File: src/design/sha_pkg.sv
// SHA-256 hasher package: beat types, front-to-back queue entry, constants.
// Used by every module of the sha256_message_hasher_core block.
package sha_pkg;

  typedef struct packed {
    logic [31:0] message_word;
    logic [2:0]  valid_bytes;
    logic        last_word;
  } in_beat_t;

  typedef struct packed {
    logic [31:0] digest_word;
    logic [2:0]  word_index;
    logic        last_result;
  } out_beat_t;

  // Classified word for the back end: data word, end-of-block, end-of-message
  typedef struct packed {
    logic [31:0] word;
    logic        blk_end;
    logic        msg_end;
  } blk_word_t;

  localparam int unsigned QDepth = 4;
  localparam int unsigned QAw = 2;

  localparam logic [31:0] PadWord = 32'h80000000;

  localparam logic [31:0] HashInit [8] = '{
    32'h6a09e667, 32'hbb67ae85, 32'h3c6ef372, 32'ha54ff53a,
    32'h510e527f, 32'h9b05688c, 32'h1f83d9ab, 32'h5be0cd19};

  localparam logic [31:0] RoundK [64] = '{
    32'h428a2f98, 32'h71374491, 32'hb5c0fbcf, 32'he9b5dba5, 32'h3956c25b, 32'h59f111f1,
    32'h923f82a4, 32'hab1c5ed5, 32'hd807aa98, 32'h12835b01, 32'h243185be, 32'h550c7dc3,
    32'h72be5d74, 32'h80deb1fe, 32'h9bdc06a7, 32'hc19bf174, 32'he49b69c1, 32'hefbe4786,
    32'h0fc19dc6, 32'h240ca1cc, 32'h2de92c6f, 32'h4a7484aa, 32'h5cb0a9dc, 32'h76f988da,
    32'h983e5152, 32'ha831c66d, 32'hb00327c8, 32'hbf597fc7, 32'hc6e00bf3, 32'hd5a79147,
    32'h06ca6351, 32'h14292967, 32'h27b70a85, 32'h2e1b2138, 32'h4d2c6dfc, 32'h53380d13,
    32'h650a7354, 32'h766a0abb, 32'h81c2c92e, 32'h92722c85, 32'ha2bfe8a1, 32'ha81a664b,
    32'hc24b8b70, 32'hc76c51a3, 32'hd192e819, 32'hd6990624, 32'hf40e3585, 32'h106aa070,
    32'h19a4c116, 32'h1e376c08, 32'h2748774c, 32'h34b0bcb5, 32'h391c0cb3, 32'h4ed8aa4a,
    32'h5b9cca4f, 32'h682e6ff3, 32'h748f82ee, 32'h78a5636f, 32'h84c87814, 32'h8cc70208,
    32'h90befffa, 32'ha4506ceb, 32'hbef9a3f7, 32'hc67178f2};

  function automatic logic [31:0] ror(input logic [31:0] x, input int unsigned n);
    ror = (x >> n) | (x << (32 - n));
  endfunction

endpackage

File: src/design/sha_front.sv
// SHA-256 front end: accepts message beats, pads, appends the bit length.
// Emits one classified block word per cycle while the queue has room; depends on sha_pkg.
module sha_front (
  input  logic               clk,
  input  logic               rst_n,
  input  logic               in_valid,
  output logic               in_stall,
  input  sha_pkg::in_beat_t  in_data,
  output logic               q_valid,
  input  logic               q_full,
  output sha_pkg::blk_word_t q_data
);

  typedef enum logic [4:0] {
    S_MSG   = 5'b00001,
    S_PAD80 = 5'b00010,
    S_ZERO  = 5'b00100,
    S_LENHI = 5'b01000,
    S_LENLO = 5'b10000
  } fst_t;

  fst_t        st_r, st_nxt;
  logic [3:0]  cnt_r, cnt_nxt;
  logic [63:0] len_r, len_nxt;
  logic [2:0]  nb;
  logic [31:0] keep, padw;
  logic        acc, push;

  assign acc      = in_valid && !in_stall;
  assign push     = q_valid && !q_full;
  assign in_stall = (st_r != S_MSG) || q_full;
  assign nb       = (in_data.valid_bytes > 3'd4) ? 3'd4 : in_data.valid_bytes;

  // Build the last word: mask its valid bytes and add the 0x80 marker if partial
  always_comb begin
    case (nb)
      3'd0:    begin keep = 32'h0;        padw = 32'h80000000; end
      3'd1:    begin keep = 32'hff000000; padw = 32'h00800000; end
      3'd2:    begin keep = 32'hffff0000; padw = 32'h00008000; end
      3'd3:    begin keep = 32'hffffff00; padw = 32'h00000080; end
      default: begin keep = 32'hffffffff; padw = 32'h0;        end
    endcase
  end

  // Select the word and next state; go straight to the length at word 14
  always_comb begin
    st_nxt  = st_r;
    cnt_nxt = cnt_r;
    len_nxt = len_r;
    q_valid = 1'b0;
    q_data  = '0;
    case (st_r)
      S_MSG: begin
        q_valid = in_valid;
        if (!in_data.last_word) begin
          q_data.word = in_data.message_word;
        end else begin
          q_data.word = (in_data.message_word & keep) | padw;
        end
        if (acc) begin
          if (!in_data.last_word) begin
            len_nxt = len_r + 64'd32;
          end else begin
            len_nxt = len_r + {58'd0, nb, 3'd0};
            if (nb == 3'd4) st_nxt = S_PAD80;
            else if (cnt_r == 4'd13) st_nxt = S_LENHI;
            else st_nxt = S_ZERO;
          end
        end
      end
      S_PAD80: begin
        q_valid     = 1'b1;
        q_data.word = sha_pkg::PadWord;
        if (push) st_nxt = (cnt_r == 4'd13) ? S_LENHI : S_ZERO;
      end
      S_ZERO: begin
        q_valid     = 1'b1;
        q_data.word = 32'h0;
        if (push && cnt_r == 4'd13) st_nxt = S_LENHI;
      end
      S_LENHI: begin
        q_valid     = 1'b1;
        q_data.word = len_r[63:32];
        if (push) st_nxt = S_LENLO;
      end
      S_LENLO: begin
        q_valid        = 1'b1;
        q_data.word    = len_r[31:0];
        q_data.msg_end = 1'b1;
        if (push) begin
          st_nxt  = S_MSG;
          len_nxt = '0;
        end
      end
      default: st_nxt = S_MSG;
    endcase
    q_data.blk_end = (cnt_r == 4'd15);
    if (push) cnt_nxt = cnt_r + 4'd1;
  end

  always_ff @(posedge clk) begin
    if (!rst_n) begin
      st_r  <= S_MSG;
      cnt_r <= '0;
      len_r <= '0;
    end else begin
      st_r  <= st_nxt;
      cnt_r <= cnt_nxt;
      len_r <= len_nxt;
    end
  end

  // Length words always land at block positions 14 and 15
  a_lenhi: assert property (@(posedge clk) disable iff (!rst_n)
    (st_r == S_LENHI && push) |-> cnt_r == 4'd14) else $error("length misplaced");
  a_end: assert property (@(posedge clk) disable iff (!rst_n)
    (push && q_data.msg_end) |-> q_data.blk_end) else $error("message end off block");
  a_stall: assert property (@(posedge clk) disable iff (!rst_n)
    (st_r != S_MSG) |-> in_stall) else $error("input taken while padding");

endmodule

File: src/design/sha_queue.sv
// Short FIFO between front end and compression back end.
// Depends on sha_pkg for the entry type and depth.
module sha_queue (
  input  logic               clk,
  input  logic               rst_n,
  input  logic               wr_valid,
  output logic               full,
  input  sha_pkg::blk_word_t wr_data,
  output logic               rd_valid,
  input  logic               rd_take,
  output sha_pkg::blk_word_t rd_data
);

  sha_pkg::blk_word_t mem_r [sha_pkg::QDepth];
  logic [sha_pkg::QAw-1:0] wp_r, rp_r;
  logic [sha_pkg::QAw:0]   cnt_r;
  logic wr, rd;

  assign full     = (cnt_r == (sha_pkg::QAw+1)'(sha_pkg::QDepth));
  assign rd_valid = (cnt_r != '0);
  assign wr       = wr_valid && !full;
  assign rd       = rd_take && rd_valid;
  assign rd_data  = mem_r[rp_r];

  // Store and advance pointers
  always_ff @(posedge clk) begin
    if (wr) mem_r[wp_r] <= wr_data;
    if (!rst_n) begin
      wp_r  <= '0;
      rp_r  <= '0;
      cnt_r <= '0;
    end else begin
      if (wr) wp_r <= wp_r + 1'b1;
      if (rd) rp_r <= rp_r + 1'b1;
      cnt_r <= cnt_r + {{sha_pkg::QAw{1'b0}}, wr} - {{sha_pkg::QAw{1'b0}}, rd};
    end
  end

  a_cnt: assert property (@(posedge clk) disable iff (!rst_n)
    cnt_r <= (sha_pkg::QAw+1)'(sha_pkg::QDepth)) else $error("queue overflow");
  a_rdv: assert property (@(posedge clk) disable iff (!rst_n)
    (cnt_r == '0) |-> !rd) else $error("queue underflow");
  a_inc: assert property (@(posedge clk) disable iff (!rst_n)
    (wr && !rd) |=> cnt_r == $past(cnt_r) + 1'b1) else $error("count slip");

endmodule

File: src/design/sha_back.sv
// SHA-256 back end: block buffer, 64-round compression, digest output.
// One round per cycle, schedule in a 16-word shift window; depends on sha_pkg.
module sha_back (
  input  logic                clk,
  input  logic                rst_n,
  input  logic                q_valid,
  output logic                q_take,
  input  sha_pkg::blk_word_t  q_data,
  output logic                out_valid,
  input  logic                out_stall,
  output sha_pkg::out_beat_t  out_data
);

  typedef enum logic [3:0] {
    B_LOAD = 4'b0001,
    B_RND  = 4'b0010,
    B_ADD  = 4'b0100,
    B_OUT  = 4'b1000
  } bst_t;

  bst_t        st_r, st_nxt;
  logic [31:0] w_r [16];
  logic [31:0] h_r [8];
  logic [31:0] v_r [8];
  logic [3:0]  wi_r;
  logic [5:0]  rnd_r;
  logic [2:0]  oi_r;
  logic        fin_r;
  logic [31:0] s0, s1, wnew, b1, ch, t1, b0, mj, wcur;

  assign q_take = (st_r == B_LOAD) && q_valid;
  assign wcur   = w_r[0];

  // Round datapath and schedule expansion
  always_comb begin
    s0   = sha_pkg::ror(w_r[1], 7) ^ sha_pkg::ror(w_r[1], 18) ^ (w_r[1] >> 3);
    s1   = sha_pkg::ror(w_r[14], 17) ^ sha_pkg::ror(w_r[14], 19) ^ (w_r[14] >> 10);
    wnew = w_r[0] + s0 + w_r[9] + s1;
    b1   = sha_pkg::ror(v_r[4], 6) ^ sha_pkg::ror(v_r[4], 11) ^ sha_pkg::ror(v_r[4], 25);
    ch   = (v_r[4] & v_r[5]) ^ (~v_r[4] & v_r[6]);
    t1   = v_r[7] + b1 + ch + sha_pkg::RoundK[rnd_r] + wcur;
    b0   = sha_pkg::ror(v_r[0], 2) ^ sha_pkg::ror(v_r[0], 13) ^ sha_pkg::ror(v_r[0], 22);
    mj   = (v_r[0] & v_r[1]) ^ (v_r[0] & v_r[2]) ^ (v_r[1] & v_r[2]);
  end

  assign out_valid            = (st_r == B_OUT);
  assign out_data.digest_word = h_r[oi_r];
  assign out_data.word_index  = oi_r;
  assign out_data.last_result = (oi_r == 3'd7);

  always_comb begin
    st_nxt = st_r;
    case (st_r)
      B_LOAD:  if (q_take && q_data.blk_end) st_nxt = B_RND;
      B_RND:   if (rnd_r == 6'd63) st_nxt = B_ADD;
      B_ADD:   st_nxt = fin_r ? B_OUT : B_LOAD;
      B_OUT:   if (!out_stall && oi_r == 3'd7) st_nxt = B_LOAD;
      default: st_nxt = B_LOAD;
    endcase
  end

  // Payload: block window, message-end flag, working variables
  always_ff @(posedge clk) begin
    if (q_take) begin
      w_r[wi_r] <= q_data.word;
      fin_r     <= q_data.msg_end;
    end
    if (st_r == B_LOAD && st_nxt == B_RND) begin
      for (int i = 0; i < 8; i++) v_r[i] <= h_r[i];
    end
    if (st_r == B_RND) begin
      for (int i = 0; i < 15; i++) w_r[i] <= w_r[i+1];
      w_r[15] <= wnew;
      v_r[7] <= v_r[6];
      v_r[6] <= v_r[5];
      v_r[5] <= v_r[4];
      v_r[4] <= v_r[3] + t1;
      v_r[3] <= v_r[2];
      v_r[2] <= v_r[1];
      v_r[1] <= v_r[0];
      v_r[0] <= t1 + b0 + mj;
    end
  end

  // Control and hash state
  always_ff @(posedge clk) begin
    if (!rst_n) begin
      st_r  <= B_LOAD;
      wi_r  <= '0;
      rnd_r <= '0;
      oi_r  <= '0;
      for (int i = 0; i < 8; i++) h_r[i] <= sha_pkg::HashInit[i];
    end else begin
      st_r <= st_nxt;
      if (q_take) wi_r <= wi_r + 4'd1;
      if (st_r == B_RND) rnd_r <= rnd_r + 6'd1;
      if (st_r == B_ADD) begin
        for (int i = 0; i < 8; i++) h_r[i] <= h_r[i] + v_r[i];
      end
      if (st_r == B_OUT && !out_stall) begin
        oi_r <= oi_r + 3'd1;
        if (oi_r == 3'd7) begin
          for (int i = 0; i < 8; i++) h_r[i] <= sha_pkg::HashInit[i];
        end
      end
    end
  end

  a_wi: assert property (@(posedge clk) disable iff (!rst_n)
    (st_r == B_RND) |-> wi_r == 4'd0) else $error("block not aligned");
  a_hold: assert property (@(posedge clk) disable iff (!rst_n)
    (st_r == B_OUT && out_stall) |=> st_r == B_OUT && $stable(oi_r)) else $error("output slip");
  a_rnd: assert property (@(posedge clk) disable iff (!rst_n)
    (st_r != B_RND) |-> rnd_r == 6'd0) else $error("round count");

endmodule

File: src/design/sha256_message_hasher_core.sv
// SHA-256 message hasher top: front end, queue, compression back end.
// Depends on sha_pkg, sha_front, sha_queue, sha_back.
//
// Usage: stream the message as big-endian 32-bit words on in_valid/in_stall
// with in_data; mark the final word with last_word and its valid_bytes
// (0..4, values above 4 count as 4). An empty message is one last word with
// valid_bytes 0. After the final word the block pads, appends the 64-bit bit
// length and emits eight digest beats on out_valid/out_stall, word_index 0..7,
// last_result on the eighth. It then restarts with the initial hash state.
// Operation: the back end runs one SHA-256 round per cycle. Each block is
// loaded word by word, compressed in 64 rounds and added into the hash.
// A four-entry queue lets the front end take words while a block
// compresses. Padding adds one word per cycle after the last word while the
// queue has room; the digest follows in the cycle after the last block's add.
// Reset (rst_n low, synchronous) loads the initial hash and empties the queue.
// A stalled output holds its beat; the block takes no new message words once
// the queue fills.
module sha256_message_hasher_core (
  input  logic               clk,
  input  logic               rst_n,
  input  logic               in_valid,
  output logic               in_stall,
  input  sha_pkg::in_beat_t  in_data,
  output logic               out_valid,
  input  logic               out_stall,
  output sha_pkg::out_beat_t out_data
);

  logic               fq_valid, fq_full, bq_valid, bq_take;
  sha_pkg::blk_word_t fq_data, bq_data;

  sha_front u_front (
    .clk, .rst_n, .in_valid, .in_stall, .in_data,
    .q_valid(fq_valid), .q_full(fq_full), .q_data(fq_data));

  sha_queue u_queue (
    .clk, .rst_n, .wr_valid(fq_valid), .full(fq_full), .wr_data(fq_data),
    .rd_valid(bq_valid), .rd_take(bq_take), .rd_data(bq_data));

  sha_back u_back (
    .clk, .rst_n, .q_valid(bq_valid), .q_take(bq_take), .q_data(bq_data),
    .out_valid, .out_stall, .out_data);

endmodule

File: config.mk
export PLATFORM = sky130hd
export DESIGN_NAME = sha256_message_hasher_core
export DESIGN_NICKNAME = d
export VERILOG_FILES = /design/src/design/sha_pkg.sv /design/src/design/sha_front.sv /design/src/design/sha_queue.sv /design/src/design/sha_back.sv /design/src/design/sha256_message_hasher_core.sv
export SDC_FILE = /design/constraint.sdc
export NUM_CORES = 2
export LEC_CHECK = 0
export BUFFER_PORTS_ARGS = -buffer_cell sky130_fd_sc_hd__buf_4
export CORE_MARGIN = 2
export CORE_UTILIZATION = 60
export CTS_CLUSTER_DIAMETER = 40
export DETAILED_ROUTE_END_ITERATION = 16
export PLACE_DENSITY = 0.86
export SYNTH_ARGS = -nofsm -noshare
export SYNTH_HDL_FRONTEND = slang
export SYNTH_SLANG_ARGS = --single-unit
File: constraint.sdc
create_clock -name clk -period 11.21 [get_ports clk]
set_input_delay 1.6815 -clock clk [delete_from_list [all_inputs] [get_ports clk]]
set_output_delay 1.6815 -clock clk [all_outputs]
set_load 0.02 [all_outputs]
==> flow_summary.yaml <==
clock_tree:
  tritoncts_clock_tree: "yes"
  cts_inserted_buffers: 177
  cts-resized-gates: 0
  max_buffers_root_to_sink: 3
  clock-sinks: 1260
  clock_tree.root_cell: "clkbuf_16"
  ctsHoldBuffers: 0
  cts_setup_buffers: 0
  clk_latency_ps: 850
  clkTransAtPathRegs_ps: 60
  clock_tree.htree_level_count: 4
synth:
  synthArstFlopShare_pct: 0
  synth_largest_area_cell: "edfxtp_1"
  synthMostInstantiatedCell: "nand2_1"
  synth_area_um2: 78800
  synth_top_area_share_pct: 39.4
  yosysSeqAreaShare_pct: 45.2
  synth_flop_cell: "edfxtp_1"
  synth-edff-count: 1033
  ys_ff_latch: 1260
  synth.area.top_cells: "edfxtp_1, nand2_1, ha_1"
  yosys_warnings: 0
  postSynthCellCount: 7980
  post_synth.cell_area_avg_um2: 9.87
  post_synth_net_total: 8627
  synth.top_cells.by_count: "nand2_1, edfxtp_1, a21oi_1"
  synth_cell_types: 91
routing:
  met1Wirelength_mm: 91.5
  drt.antenna.violating_nets: 0
  routed.top_layer: "met4"
  post-route-drc-count: 0
  viasPerCell: 6.47
  detailroute.wirelength.met2_mm: 115
  drt_first_pass_iters: 10
  finalWirelength_mm: 251
  drtIter0Drc: 8268
  vias: 63600
  met3_length_mm: 25.4
  wl_per_cell_um: 25.6
hold_path:
  min-delay-path-class: "register to register"
  min-delay-start: "u_back.h_r[5][29]$_SDFFE_PP0P_"
worst_setup_path:
  cp_slowest_stage_delay_ps: 810
  worst_path_max_delay_cell: "a2111oi_0"
  crit_fanout: 14
  crit_end_category: "register"
  required_ps: 11760
  critPathArrivalTime_ps: 10560
  critical_path.startpoint: "u_back.rnd_r[1]$_SDFFE_PN0P_"
  start_kind: "register"
  crit_top_cell: "a21oi_1"
  criticalPathCategory: "register to register"
  rr_startpoint: "u_back.rnd_r[1]$_SDFFE_PN0P_"
place:
  io_buffer_count: 77
  gpl.final_weighted_congestion: 1.00
  place_hpwl_mm: 177
  dp_worst_setup_slack_ps: 1710
floorplanning:
  placeableCoreArea_um2: 130000
  effective_utilization_at_floorplan_pct: 60.7
  rows: 132
  design.die.area_um2: 134000
  die_w_um: 366
  io-pin-count: 78
  die_h_um: 366
cells_and_area:
  multi_input_comb_area_um2: 40600
  layout.nets: 8579
  ff_latch_area_um2: 35600
  drive_above_1_share_pct: 8.74
  area_growth_syn_to_layout_pct: 10.9
  filler_cell_count: 9456
sta:
  period_needed_ps: 10020
  timing.final.ws_setup_ps: 1190
  slew_viol_final: 0
  setup_violations: 0
  worst_slew_pin_slew_ps: 1330
  setup_repair_after_global_routing_missed_its_margin: "false"
  slew-limit-headroom_pct: 11.2
  clock_skew_ps: 61.8
  hold_slack_ps: 501
  fmaxAchievable_ghz: 0.0998
  hold_viol: 0
  timing.setup.tns_ps: 0
  crit_share_post_route_pct: 89.4
global_routing:
  grt_antenna_before_repair: 2
  grt-ovfl-total: 0
  grt_max_degree: 220
  grtUsageTotal_pct: 37.0
  global_route_wire_length_before_repair_mm: 379
  first_global_vias: 62100
flow_run:
  maxCapViolCount: 0
status:
  status: "complete, no violations"
-- flip-flops by register name, indices dropped and copies added, names as in the netlist, named ones only --
name           flops
u_back.w_r       512
u_back.h_r       256
u_back.v_r       256
u_queue.mem_r    136
u_front.len_r     61
u_back.rnd_r       6
u_front.st_r       5
u_back.st_r        4
u_back.wi_r        4
u_front.cnt_r      4
u_back.oi_r        3
u_queue.cnt_r      3
u_queue.rp_r       2
u_queue.wp_r       2
u_back.fin_r       1
-- routing by layer --
layer,vias up,global-route usage [%]
met3,985,8.17
met5,-,0
li1,28000,-
met4,0,24.6
met2,3903,58.1
met1,30700,46.3
-- worst max-delay path: cells and delay by family, from the launching register on --
family          cells  cell delay (ps)
simple gates        3              470
buf+inv             7             1100
fa+ha+maj           7             2900
xor+xnor            2              550
compound gates     17             4360
flops               1              290
-- final cells by class --
class / count / area share (%)
clock inverters: 132 / 2.04
diodes: 2 / 0.00573
repair buffers: 167 / 1.51
multi-input cells: 5989 / 46.5
well taps: 1742 / 2.50
flip-flops and latches: 1260 / 40.7
inverters: 337 / 1.45
clock buffers: 201 / 5.23
-- worst paths after layout --
kind / end / slack, ps / cells after the start
worst min register to register: u_back.h_r[5][29]$_SDFFE_PP0P_ / 500 / 2
worst min-delay path: u_back.h_r[5][29]$_SDFFE_PP0P_ / 500 / 2
worst max register to register: u_back.v_r[0][31]$_DFFE_PP_ / 1190 / 36
worst max-delay path: u_back.v_r[0][31]$_DFFE_PP_ / 1190 / 36
-- kinds of logic after synthesis --
group           Yosys count  share of synthesized area, %
compound gates         1527                          12.3
flops                  1260                          45.2
mux                     202                          4.29
buf+inv                 731                          3.51
xor+xnor                601                          6.70
fa+ha+maj               631                          11.8
simple gates           3028                          16.2
-- metrics by stage --
step                cell area, um^2  instances  util [%]
floorplan                     78800       7980         -
global placement              81000       9494      62.4
detailed placement            81000       9494      62.4
CTS                           87300       9827      67.3
global route                  87300       9828      67.3
finish                        87300       9830      67.3
-- placed cells by master (no fill, tap or decap), types with 49 or more instances in the layout --
master     count
nand2_1     2043
nor2b_1       55
fa_1         197
o21ai_0      385
mux4_2       104
nand3_1      118
nor2_1       364
o21a_1        49
xnor2_1      378
buf_4        161
o21bai_1      55
nor3_1       111
mux2i_1       56
xor2_1       222
a211oi_1      57
inv_1        331
edfxtp_1    1033
a21o_1       170
and3_1        50
ha_1         410
dfxtp_1      221
a31oi_1       49
nand2b_1      60
a21oi_1      423
clkbuf_16    178
Power is left out: the tool's default activity adds up to more than one toggle a clock period on the data nets, which glitch-free logic cannot reach.
